[src/encoder_button_event_classifier_top_macros.svh]
// assertion macros shared by the encoder and button event classifier
`ifndef ENCODER_BUTTON_EVENT_CLASSIFIER_TOP_MACROS_SVH
`define ENCODER_BUTTON_EVENT_CLASSIFIER_TOP_MACROS_SVH

`ifndef ASSERT_OFF

// property holds at every edge outside reset
`define EBC_ASSERT(label, prop, msg) \
  label: assert property (@(posedge clk) disable iff (!rst_n) (prop)) else $error(msg);

// antecedent implies consequent in the cycle after
`define EBC_ASSERT_NEXT(label, ante, cons, msg) \
  label: assert property (@(posedge clk) disable iff (!rst_n) (ante) |=> (cons)) \
    else $error(msg);

`else

`define EBC_ASSERT(label, prop, msg)
`define EBC_ASSERT_NEXT(label, ante, cons, msg)

`endif

`endif

[src/ebc_pkg.sv]
// shared types and constants of the encoder and button event classifier
package ebc_pkg;

  // event sources
  typedef enum logic [1:0] {
    CMD_ENCODER = 2'd0,
    CMD_SWITCH  = 2'd1,
    CMD_POWER   = 2'd2
  } cmd_t;

  // result event codes
  typedef enum logic [2:0] {
    EV_CW        = 3'd0,
    EV_CCW       = 3'd1,
    EV_CLICK     = 3'd2,
    EV_LONG      = 3'd3,
    EV_PWR_PRESS = 3'd4,
    EV_PWR_LONG  = 3'd5
  } event_code_t;

  // configuration register indexes
  typedef enum logic [1:0] {
    REG_ENC_DEBOUNCE   = 2'd0,
    REG_PRESS_DEBOUNCE = 2'd1,
    REG_SWITCH_LONG    = 2'd2,
    REG_POWER_LONG     = 2'd3
  } cfg_reg_t;

  localparam int CFG_W = 16;
  // a 16-bit millisecond count times 1000 fits in 26 bits
  localparam int THR_W = 26;
  localparam int MUL_W = 10;
  localparam logic [MUL_W-1:0] US_PER_MS = 10'd1000;

  // reset values, thresholds already scaled to microseconds
  localparam logic [CFG_W-1:0] ENC_DEBOUNCE_RST = 16'd2000;
  localparam logic [THR_W-1:0] PRESS_THR_RST    = 26'd30000;
  localparam logic [THR_W-1:0] SWITCH_THR_RST   = 26'd800000;
  localparam logic [THR_W-1:0] POWER_THR_RST    = 26'd2000000;

  // what one request does to the state and the result channel
  typedef struct packed {
    logic        res_valid;
    event_code_t event_code;
    logic        sleep;
    logic        pulse_load;
    logic        sw_load;
    logic        sw_clear;
    logic        pw_load;
    logic        pw_clear;
    logic        stop;
  } ebc_action_t;

endpackage

[src/ebc_classify.sv]
// combinational classification of one pin event against the stored times
module ebc_classify
  import ebc_pkg::*;
#(
  parameter int TIME_WIDTH = 48
) (
  input  logic [1:0]            cmd,
  input  logic                  level,
  input  logic [TIME_WIDTH-1:0] now,
  input  logic [TIME_WIDTH-1:0] last_pulse,
  input  logic [TIME_WIDTH-1:0] sw_press,
  input  logic [TIME_WIDTH-1:0] pw_press,
  input  logic                  stopped,
  input  logic [CFG_W-1:0]      enc_debounce,
  input  logic [THR_W-1:0]      press_thr,
  input  logic [THR_W-1:0]      switch_thr,
  input  logic [THR_W-1:0]      power_thr,
  output ebc_action_t           act
);

  logic [TIME_WIDTH-1:0] pulse_gap;
  logic [TIME_WIDTH-1:0] sw_hold;
  logic [TIME_WIDTH-1:0] pw_hold;
  logic                  pulse_ok;
  logic                  sw_ok;
  logic                  pw_ok;
  logic                  sw_long;
  logic                  pw_long;

  // elapsed times; hold in ms >= n is the same as hold in us >= n*1000
  assign pulse_gap = now - last_pulse;
  assign sw_hold   = now - sw_press;
  assign pw_hold   = now - pw_press;

  assign pulse_ok = (now >= last_pulse) &&
                    (pulse_gap >= {{(TIME_WIDTH-CFG_W){1'b0}}, enc_debounce});
  assign sw_ok    = (sw_press != '0) && (now >= sw_press) &&
                    (sw_hold >= {{(TIME_WIDTH-THR_W){1'b0}}, press_thr});
  assign pw_ok    = (pw_press != '0) && (now >= pw_press) &&
                    (pw_hold >= {{(TIME_WIDTH-THR_W){1'b0}}, press_thr});
  assign sw_long  = sw_hold >= {{(TIME_WIDTH-THR_W){1'b0}}, switch_thr};
  assign pw_long  = pw_hold >= {{(TIME_WIDTH-THR_W){1'b0}}, power_thr};

  // decode the event source
  always_comb begin
    act = '0;
    act.event_code = EV_CW;
    if (!stopped) begin
      case (cmd_t'(cmd))
        CMD_ENCODER: begin
          if (pulse_ok) begin
            act.res_valid  = 1'b1;
            act.pulse_load = 1'b1;
            act.event_code = level ? EV_CW : EV_CCW;
          end
        end
        CMD_SWITCH: begin
          if (!level) begin
            act.sw_load = 1'b1;
          end else begin
            act.sw_clear   = 1'b1;
            act.res_valid  = sw_ok;
            act.event_code = sw_long ? EV_LONG : EV_CLICK;
          end
        end
        CMD_POWER: begin
          if (!level) begin
            act.pw_load = 1'b1;
          end else begin
            act.pw_clear   = 1'b1;
            act.res_valid  = pw_ok;
            act.event_code = pw_long ? EV_PWR_LONG : EV_PWR_PRESS;
            act.sleep      = pw_ok && pw_long;
            act.stop       = pw_ok && pw_long;
          end
        end
        default: begin
          act = '0;
        end
      endcase
    end
  end

endmodule

[src/encoder_button_event_classifier_top.sv]
// encoder and button event classifier: top level with request and result registers
// Takes one timestamped pin request per clock cycle, sustained while the result
// register is not stalled. A request is captured in an input register, classified
// combinationally against the stored pulse and press times, and its result (if
// any) lands in the output register when the request leaves the input register;
// requests that give no result just update state. The single compare stage also
// updates the stored times, so back-to-back requests always see the state left by
// the one before. Button holds are compared in microseconds against millisecond
// thresholds that are scaled by 1000 when the configuration register is written.
// After a power long press every request is consumed without a result until reset.
module encoder_button_event_classifier_top
  import ebc_pkg::*;
#(
  parameter int TIME_WIDTH = 48
) (
  input  logic                  clk,
  input  logic                  rst_n,
  input  logic                  in_valid,
  output logic                  in_ready,
  input  logic [1:0]            in_cmd,
  input  logic                  in_pin_level,
  input  logic [TIME_WIDTH-1:0] in_time_us,
  output logic                  out_valid,
  input  logic                  out_ready,
  output logic [2:0]            out_event_code,
  output logic                  out_sleep_request,
  input  logic                  cfg_we,
  input  logic [1:0]            cfg_index,
  input  logic [CFG_W-1:0]      cfg_wdata
);

`include "encoder_button_event_classifier_top_macros.svh"

  logic                  in_valid_r;
  logic [1:0]            in_cmd_r;
  logic                  in_level_r;
  logic [TIME_WIDTH-1:0] in_time_r;

  logic [CFG_W-1:0]      enc_debounce_r;
  logic [THR_W-1:0]      press_thr_r;
  logic [THR_W-1:0]      switch_thr_r;
  logic [THR_W-1:0]      power_thr_r;
  logic [THR_W-1:0]      thr_nxt;

  logic [TIME_WIDTH-1:0] last_pulse_r;
  logic [TIME_WIDTH-1:0] sw_press_r;
  logic [TIME_WIDTH-1:0] pw_press_r;
  logic                  stopped_r;

  logic                  out_valid_r;
  event_code_t           out_code_r;
  logic                  out_sleep_r;

  ebc_action_t           act;
  logic                  adv;

  // stage handshake
  assign adv      = in_valid_r && (!out_valid_r || out_ready);
  assign in_ready = !in_valid_r || adv;

  // request register
  always_ff @(posedge clk) begin
    if (!rst_n) begin
      in_valid_r <= 1'b0;
    end else if (in_ready) begin
      in_valid_r <= in_valid;
    end
  end

  always_ff @(posedge clk) begin
    if (in_ready && in_valid) begin
      in_cmd_r   <= in_cmd;
      in_level_r <= in_pin_level;
      in_time_r  <= in_time_us;
    end
  end

  // configuration, hold thresholds scaled to microseconds on write
  assign thr_nxt = {{(THR_W-CFG_W){1'b0}}, cfg_wdata} *
                   {{(THR_W-MUL_W){1'b0}}, US_PER_MS};

  always_ff @(posedge clk) begin
    if (!rst_n) begin
      enc_debounce_r <= ENC_DEBOUNCE_RST;
      press_thr_r    <= PRESS_THR_RST;
      switch_thr_r   <= SWITCH_THR_RST;
      power_thr_r    <= POWER_THR_RST;
    end else if (cfg_we) begin
      case (cfg_reg_t'(cfg_index))
        REG_ENC_DEBOUNCE:   enc_debounce_r <= cfg_wdata;
        REG_PRESS_DEBOUNCE: press_thr_r    <= thr_nxt;
        REG_SWITCH_LONG:    switch_thr_r   <= thr_nxt;
        REG_POWER_LONG:     power_thr_r    <= thr_nxt;
        default: begin
        end
      endcase
    end
  end

  ebc_classify #(
    .TIME_WIDTH (TIME_WIDTH)
  ) u_classify (
    .cmd          (in_cmd_r),
    .level        (in_level_r),
    .now          (in_time_r),
    .last_pulse   (last_pulse_r),
    .sw_press     (sw_press_r),
    .pw_press     (pw_press_r),
    .stopped      (stopped_r),
    .enc_debounce (enc_debounce_r),
    .press_thr    (press_thr_r),
    .switch_thr   (switch_thr_r),
    .power_thr    (power_thr_r),
    .act          (act)
  );

  // stored times and stop flag
  always_ff @(posedge clk) begin
    if (!rst_n) begin
      last_pulse_r <= '0;
      sw_press_r   <= '0;
      pw_press_r   <= '0;
      stopped_r    <= 1'b0;
    end else if (adv) begin
      if (act.pulse_load) last_pulse_r <= in_time_r;
      if (act.sw_load) begin
        sw_press_r <= in_time_r;
      end else if (act.sw_clear) begin
        sw_press_r <= '0;
      end
      if (act.pw_load) begin
        pw_press_r <= in_time_r;
      end else if (act.pw_clear) begin
        pw_press_r <= '0;
      end
      if (act.stop) stopped_r <= 1'b1;
    end
  end

  // result register
  always_ff @(posedge clk) begin
    if (!rst_n) begin
      out_valid_r <= 1'b0;
    end else if (adv) begin
      out_valid_r <= act.res_valid;
    end else if (out_ready) begin
      out_valid_r <= 1'b0;
    end
  end

  always_ff @(posedge clk) begin
    if (adv && act.res_valid) begin
      out_code_r  <= act.event_code;
      out_sleep_r <= act.sleep;
    end
  end

  assign out_valid         = out_valid_r;
  assign out_event_code    = out_code_r;
  assign out_sleep_request = out_sleep_r;

  // checks
  `EBC_ASSERT(a_sleep_only_power_long, !(out_valid_r && out_sleep_r) || (out_code_r == EV_PWR_LONG), "sleep request without power long press")
  `EBC_ASSERT(a_no_result_when_stopped, !(stopped_r && act.res_valid), "result produced after stop")
  `EBC_ASSERT_NEXT(a_switch_release_clears, adv && !stopped_r && (in_cmd_r == CMD_SWITCH) && in_level_r, sw_press_r == '0, "switch press time not cleared on release")
  `EBC_ASSERT_NEXT(a_stop_sticks, stopped_r, stopped_r, "stop flag dropped before reset")

endmodule
[config.mk]
export PLATFORM = sky130hd
export DESIGN_NAME = encoder_button_event_classifier_top
export DESIGN_NICKNAME = d
export VERILOG_FILES = /design/src/ebc_pkg.sv /design/src/ebc_classify.sv /design/src/encoder_button_event_classifier_top.sv
export VERILOG_INCLUDE_DIRS = /design/src /design/src/src
export SDC_FILE = /design/constraint.sdc
export NUM_CORES = 1
export LEC_CHECK = 0
export BUFFER_PORTS_ARGS = -buffer_cell sky130_fd_sc_hd__buf_2
export CORE_MARGIN = 4
export CORE_UTILIZATION = 30
export CTS_BUF_LIST = sky130_fd_sc_hd__clkbuf_2 sky130_fd_sc_hd__clkbuf_4 sky130_fd_sc_hd__clkbuf_8
export DETAILED_ROUTE_END_ITERATION = 6
export PLACE_DENSITY = 0.45
export SYNTH_ARGS = -nofsm -noshare
export SYNTH_HDL_FRONTEND = slang
export SYNTH_HIERARCHICAL = 1
export SYNTH_SLANG_ARGS = --single-unit
[constraint.sdc]
create_clock -name clk -period 6.7 [get_ports clk]
set_clock_uncertainty 0.15 [all_clocks]
set_input_delay 0.67 -clock clk [delete_from_list [all_inputs] [get_ports clk]]
set_output_delay 0.67 -clock clk [all_outputs]
set_load 0.02 [all_outputs]
==> results.json, run 1 <==
{
  "first_pass_iters": 6,
  "rr_startpoint": "in_time_r[4]",
  "start_util": 0.305,
  "area_growth_pct": 12.3,
  "finalHoldViolCount": 0,
  "grt_pass1_vias": 23733,
  "drive_gt1_frac": 0.0793,
  "grt_pass1_wl_mm": 144,
  "cts.sinks": 287,
  "maxCapViolCount": 0,
  "path_max_fanout": 48,
  "outcome": "complete, no violations",
  "core-area_um2": 85700,
  "cts_tree": "done",
  "fmax_mhz": 158,
  "path_clk_slew_ns": 0.06,
  "pwr_density_cell_nw_per_um2": 245,
  "pin_count": 80,
  "utilization": 0.342,
  "tightest_slew_ns": 0.974,
  "antenna_found_initial": 2,
  "post-route-period-util": 0.945,
  "grt.overflow.total": 0,
  "clk_latency_ns": 0.68,
  "setup_viol": 0,
  "crit_required_ns": 7.05,
  "p_clk_frac": 0.278,
  "final-instance-count-excl-fill": 4613,
  "drtIter0Drc": 1900,
  "synthCells": 3357,
  "fin_hold_ws_ns": 0.0558,
  "critical_path_class": "reg2reg",
  "hold_class": "in2reg",
  "final_antenna_net_count": 0,
  "start_kind": "flop",
  "hold_start": "in_time_us[29]",
  "setup_tns_ns": 0,
  "drv_slew": 0,
  "grt_max_degree": 73,
  "nFillCells": 9289,
  "period_needed_ns": 6.33,
  "numPortBuffers": 79,
  "die_h_um": 303,
  "clockBufferDepth": 3,
  "sw_frac_of_total": 0.418,
  "dr_total_vias": 24757,
  "h-tree-depth": 2,
  "synth-edff-count": 55,
  "cp-startpoint": "in_time_r[4]",
  "wl_per_cell_um": 20.6,
  "power.leakage_nw": 11.4,
  "clockRootBuffer": "clkbuf_8",
  "fp.dieArea_um2": 91800,
  "switching_power_mw": 3.00,
  "die-width_um": 303,
  "seq_area_frac_synth": 0.241,
  "crit_arrival_ns": 6.68,
  "synthArstFlopShare": 0,
  "drt_wl_total_mm": 95.2,
  "place_hpwl_mm": 75.9,
  "ir_drop_mv": 0.137,
  "nets": 3871,
  "ys_dominant_reg_cell": "dfxtp_1",
  "p_int_mw": 4.17,
  "viasPerCell": 5.37,
  "rows": 107,
  "p_seq_frac": 0.274,
  "cp-end-kind": "flop",
  "numCtsBuffers": 57,
  "synth-seq-cells": 287,
  "relSlewSlack": 0.345,
  "dp_cells": 4465,
  "track_usage": 0.202,
  "yosysWarningCount": 6,
  "rsz0062_at_grt": "no",
  "yosys.cell_types.count": 116,
  "syn_area_per_cell_um2": 7.77,
  "comb_power_share": 0.449,
  "gp_congestion": 0.886,
  "drcViolationCount": 0,
  "synth_area_um2": 26100
}
==> sequential cells by signal (all words and copies together) (netlist names) <==
signal,flops
out_event_code,3
stopped_r,1
in_cmd_r,2
sw_press_r,48
power_thr_r,23
press_thr_r,23
in_level_r,1
pw_press_r,48
out_valid,1
out_sleep_request,1
enc_debounce_r,16
in_time_r,48
switch_thr_r,23
last_pulse_r,48
in_valid_r,1
==> stage by stage <==
step / total power [mW] / setup WS, ns / cell area [um^2]
2_1_floorplan: 4.26 / 1.13 / 26100
3_3_place_gp: 5.19 / 0.585 / 27600
3_5_place_dp: 5.16 / 0.466 / 27600
4_1_cts: 7.24 / 0.397 / 29300
5_1_grt: 7.74 / 0.0190 / 29300
6_report: 7.17 / 0.372 / 29300
==> cell families (layout without fill, tap and decap cells) <==
kind of cell / count (synthesis) / count (layout) / synth area share
compound gates: 985 / 985 / 0.249
xor+xnor: 108 / 108 / 0.0368
fa+ha+maj: 374 / 374 / 0.196
buf+inv: 521 / 622 / 0.0781
flops: 287 / 287 / 0.241
mux: 10 / 10 / 0.00388
other cells: 1 / 12 / 0.000144
simple gates: 1071 / 1071 / 0.195
==> layout make-up <==
class                           count  area [um^2]  share of cell area
Clock buffer                       80          995              0.0339
Inverter                          357         1350              0.0459
Timing Repair Buffer              162         1140              0.0389
Clock inverter                     23          263             0.00897
Sequential cell                   287         6300               0.215
Antenna cell                        2         5.00            0.000171
Tap cell                         1144         1430              0.0489
Multi-Input combinational cell   2558        17800               0.608
==> worst max-delay path: stages (launching register included) <==
cell	delay [ns]
edfxtp_1	0.52
ha_2	0.44
o211ai_1	0.13
a21o_2	0.24
and2_1	0.17
o21a_1	0.23
o21a_1	0.23
o21bai_1	0.14
a21oi_1	0.10
xnor2_1	0.15
ha_1	0.34
a222oi_1	0.23
nand2_1	0.09
nor4_1	0.31
o211ai_1	0.16
a211o_1	0.29
or4_4	0.48
nor4_2	0.26
nand4_1	0.17
nor4_2	0.17
a31oi_1	0.25
nor2b_1	0.22
and3_1	0.16
buf_4	0.29
nand2_1	0.14
a21oi_1	0.07
==> cell usage after synthesis, types with 8 or more instances <==
master / number / area, um^2
nand2_1: 367 / 1380
inv_1: 355 / 1330
ha_1: 317 / 3970
a21oi_1: 314 / 1570
nor2_1: 268 / 1010
dfxtp_1: 232 / 4640
o21ai_0: 137 / 686
clkbuf_1: 112 / 420
a22oi_1: 99 / 743
nand4_1: 95 / 594
nand3_1: 79 / 395
a21o_1: 67 / 503
xnor2_1: 59 / 517
nor3_1: 58 / 290
fa_1: 57 / 1140
edfxtp_1: 55 / 1650
xor2_1: 48 / 420
o21a_1: 46 / 345
nor4_1: 44 / 275
o211ai_1: 42 / 315
buf_2: 36 / 180
nand2b_1: 35 / 219
o21ai_1: 32 / 160
a211oi_1: 31 / 233
nor2b_1: 23 / 144
and3_1: 19 / 119
o31ai_1: 19 / 143
a31oi_1: 16 / 100
and2_1: 16 / 100
o21bai_1: 14 / 105
a2111oi_0: 13 / 114
o311ai_1: 13 / 114
a211o_1: 12 / 105
or3_1: 10 / 62.6
mux2i_1: 9 / 90.1
o311ai_0: 9 / 78.8
buf_4: 8 / 60.1
==> placed cells by master (no fill, tap or decap), types with 46 or more instances in the layout <==
| cell type | Yosys | final |
|---|---|---|
| o21ai_0 | 137 | 137 |
| inv_1 | 355 | 355 |
| dfxtp_1 | 232 | 232 |
| nor2_1 | 268 | 268 |
| buf_2 | 36 | 79 |
| edfxtp_1 | 55 | 55 |
| nand4_1 | 95 | 95 |
| nor3_1 | 58 | 58 |
| nand3_1 | 79 | 79 |
| ha_1 | 317 | 316 |
| nand2_1 | 367 | 367 |
| clkbuf_8 | 0 | 63 |
| xor2_1 | 48 | 48 |
| a22oi_1 | 99 | 99 |
| fa_1 | 57 | 57 |
| o21a_1 | 46 | 46 |
| xnor2_1 | 59 | 59 |
| a21oi_1 | 314 | 314 |
| a21o_1 | 67 | 67 |
==> final timing paths <==
path / to / slack (ns) / depth (start not counted)
worst min register to register: last_pulse_r[29] / 0.30 / 2
worst max register to register: last_pulse_r[19] / 0.37 / 25
worst max-delay path: last_pulse_r[19] / 0.37 / 25
worst min-delay path: in_time_r[29] / 0.06 / 1
==> timing repair <==
action | CTS | global route
setup buffers | 0 | 0
hold buffers | 42 | 1
endpoints found under the hold margin | 42 | 1
endpoints found under the setup margin | 0 | 11
gates resized for setup | 0 | 1
==> power groups by stage <==
stage | Combinational, mW | Clock (mW) | Sequential, mW
final | 3.22 | 1.99 | 1.96
after global placement | 3.19 | 0 | 2.00
after floorplan | 2.30 | 0 | 1.96
after global routing | 3.63 | 2.14 | 1.97
after detailed placement | 3.16 | 0 | 2.00
after CTS | 3.21 | 2.07 | 1.96
==> routing by layer <==
metal	track usage	vias to the layer above	routed length, um
li1	-	12179	-
met1	0.286	11805	45700
met2	0.322	638	42100
met3	0.0235	135	4330
met4	0.0628	0	3100
met5	0	-	0
No activity file was read; power rests on OpenSTA's default activity.
==> run 2: changes to the inputs <==
- ABC_AREA: default -> 1
==> results.json, run 2 <==
{
  "outcome": "complete, no violations",
  "h-tree-depth": 2,
  "seq_area_frac_synth": 0.209,
  "maxCapViolCount": 0,
  "grt_util_met2": 0.361,
  "period_needed_ns": 5.00,
  "clk_latency_ns": 0.70,
  "numCtsBuffers": 54,
  "grt.overflow.total": 0,
  "drive_gt1_frac": 0.0659,
  "die-width_um": 325,
  "postPlaceCellArea_um2": 31900,
  "dp_cells": 6269,
  "critical_path_class": "reg2reg",
  "layout_commonest_cell": "nand2_1",
  "grt_max_degree": 107,
  "rows": 115,
  "synth_top_area_frac": 0.183,
  "gr-usage-met3": 0.0171,
  "final_antenna_net_count": 0,
  "nets": 5521,
  "drcViolationCount": 0,
  "cp-startpoint": "in_time_r[0]",
  "first_pass_iters": 6,
  "ir_drop_mv": 0.162,
  "syn_area_per_cell_um2": 6.05,
  "hold_class": "in2reg",
  "relSlewSlack": 0.238,
  "grt_busiest_layer": "met2",
  "crit_arrival_ns": 5.42,
  "drv_slew": 0,
  "finalHoldViolCount": 0,
  "synthCells": 4969,
  "rsz0062_at_grt": "no",
  "path_max_fanout": 28,
  "rr_startpoint": "in_time_r[0]",
  "grt_pass1_vias": 28981,
  "synth_area_leaders": "nand2_1 18%, dfxtp_1 15%, ha_1 13%, inv_1 13%, a21oi_1 5.9%",
  "totalPowerFinal_mw": 7.14,
  "netlist_top_cells_count": "1468 x nand2_1, 1055 x inv_1, 391 x nor2_1, 356 x a21oi_1, 353 x nand3_1",
  "start_kind": "flop",
  "place_hpwl_mm": 95.3,
  "clockRootBuffer": "clkbuf_8",
  "crit_required_ns": 7.13,
  "numPortBuffers": 79,
  "antenna_found_initial": 2,
  "die_h_um": 325,
  "start_util": 0.304,
  "synthArstFlopShare": 0,
  "synth-seq-cells": 287,
  "final_cell_mix": "1468 x nand2_1, 1053 x inv_1, 388 x nor2_1, 356 x a21oi_1, 353 x nand3_1",
  "tightest_slew_ns": 1.14,
  "power.leakage_nw": 17.3,
  "pre_cts_ws_ns": 1.68,
  "yosys.cell_types.count": 47,
  "ys_dominant_reg_cell": "dfxtp_1",
  "track_usage": 0.211,
  "viasPerCell": 4.77,
  "yosysTopAreaCell": "nand2_1",
  "cts.sinks": 287,
  "use_met1": 0.288,
  "synth_most_common_cell": "nand2_1",
  "pin_count": 80,
  "area_growth_pct": 11.0,
  "cp-end-kind": "flop",
  "final_area_um2": 33400,
  "grt_pass1_wl_mm": 174,
  "cts_setup_buffers": 0,
  "setup_tns_ns": 0,
  "yosysWarningCount": 6,
  "synth_area_um2": 30100,
  "clockBufferDepth": 3,
  "setup_viol": 0,
  "wl_per_cell_um": 17.9,
  "cts_tree": "done",
  "pwr_density_cell_nw_per_um2": 214,
  "synth-edff-count": 55,
  "dr_total_vias": 30534,
  "post-route-period-util": 0.746,
  "fp.dieArea_um2": 105000,
  "nFillCells": 11010,
  "fmax_mhz": 200,
  "hold_start": "in_time_us[10]",
  "drtIter0Drc": 2010,
  "final-instance-count-excl-fill": 6406,
  "path_clk_slew_ns": 0.06,
  "fin_ws_ns": 1.70,
  "core-area_um2": 98900,
  "gp_congestion": 0.934,
  "drt_wl_total_mm": 115
}
run 2: cell count changes after synthesis, sizes merged, moves of 26 or more:
cell,change
nand4,-26
xnor2,-52
nand3,+288
inv,+730
a21oi,+40
o211ai,-30
nor2,+158
nand2b,-35
o21a,-36
a211oi,-35
a21o,-69
clkbuf,-59
nand2,+1134
a22oi,-99
run 2: path summary, 6_finish.rpt:
check / endpoint / slack (ns) / depth (start not counted)
worst max-delay path: last_pulse_r[6] / 1.70 / 26
worst min-delay path: in_time_r[10] / 0.09 / 1
worst max register to register: last_pulse_r[6] / 1.70 / 26
worst min register to register: last_pulse_r[24] / 0.31 / 2
run 2: where the power goes:
group          switching, mW  leakage (nW)  internal [mW]
sequential            0.0851          2.42           1.84
combinational           2.33          14.2           1.01
clock                  0.817         0.624           1.06
total                   3.23          17.3           3.91
run 2: repair_timing:
| action | in CTS | in global routing |
|---|---|---|
| endpoints found under the hold margin | 35 | 0 |
| setup endpoints to repair | 0 | 0 |
| gates resized for setup | 0 | 0 |
| hold buffers | 35 | 0 |
run 2: cell type report:
cell class,count,area [um^2],area share
clock inverter,13,124,0.00371
clock buffer,87,1040,0.0312
antenna,2,5.00,0.000150
sequential,287,6300,0.189
inverter,1088,4090,0.123
multi-input combinational,3505,19300,0.578
timing repair buffer,137,931,0.0279
tap,1287,1610,0.0482
run 2: layer usage:
metal,routed length (um),part of all wire
met2,53700,0.47
met1,53500,0.47
met4,2910,0.025
met5,0,0
met3,4410,0.038
run 2: cells by family (layout without fill, tap and decap cells):
family | after synthesis | after routing | synth area share
AND/OR/NAND/NOR | 2462 | 2462 | 0.346
XOR/XNOR | 73 | 73 | 0.0213
adder cells (fa/ha/maj) | 374 | 374 | 0.170
AO/OA/AOI/OAI | 586 | 586 | 0.103
flip-flops | 287 | 287 | 0.209
buffers and inverters | 1186 | 1325 | 0.151
other | 1 | 12 | 0.000125
run 2: critical path, stage by stage, from the launching register on:
cell and delay, ns:
edfxtp_1 0.43, inv_1 0.18, ha_1 0.17, inv_1 0.13, fa_1 0.47, nand3_2 0.11
nand3_2 0.17, nand3_1 0.12, nand3_1 0.19, xor2_1 0.21, ha_1 0.19, a21oi_1 0.15
nor2_1 0.06, a211oi_1 0.18, nand3_1 0.10, nor2_1 0.12, nand2_1 0.08, nor2_2 0.15
nand3_1 0.09, nor2_1 0.09, nand3_1 0.08, nor2_2 0.17, nor3_2 0.06, nand2_1 0.61
buf_12 0.26, nand2_1 0.07, a21oi_1 0.12
run 2: per-stage QoR:
stage	util	hold slack, ns
3_5_place_dp	0.322	0.295
2_1_floorplan	-	0.279
4_1_cts	0.338	0.0150
3_3_place_gp	0.322	0.296
6_report	0.338	0.0888
5_1_grt	0.338	0.0271
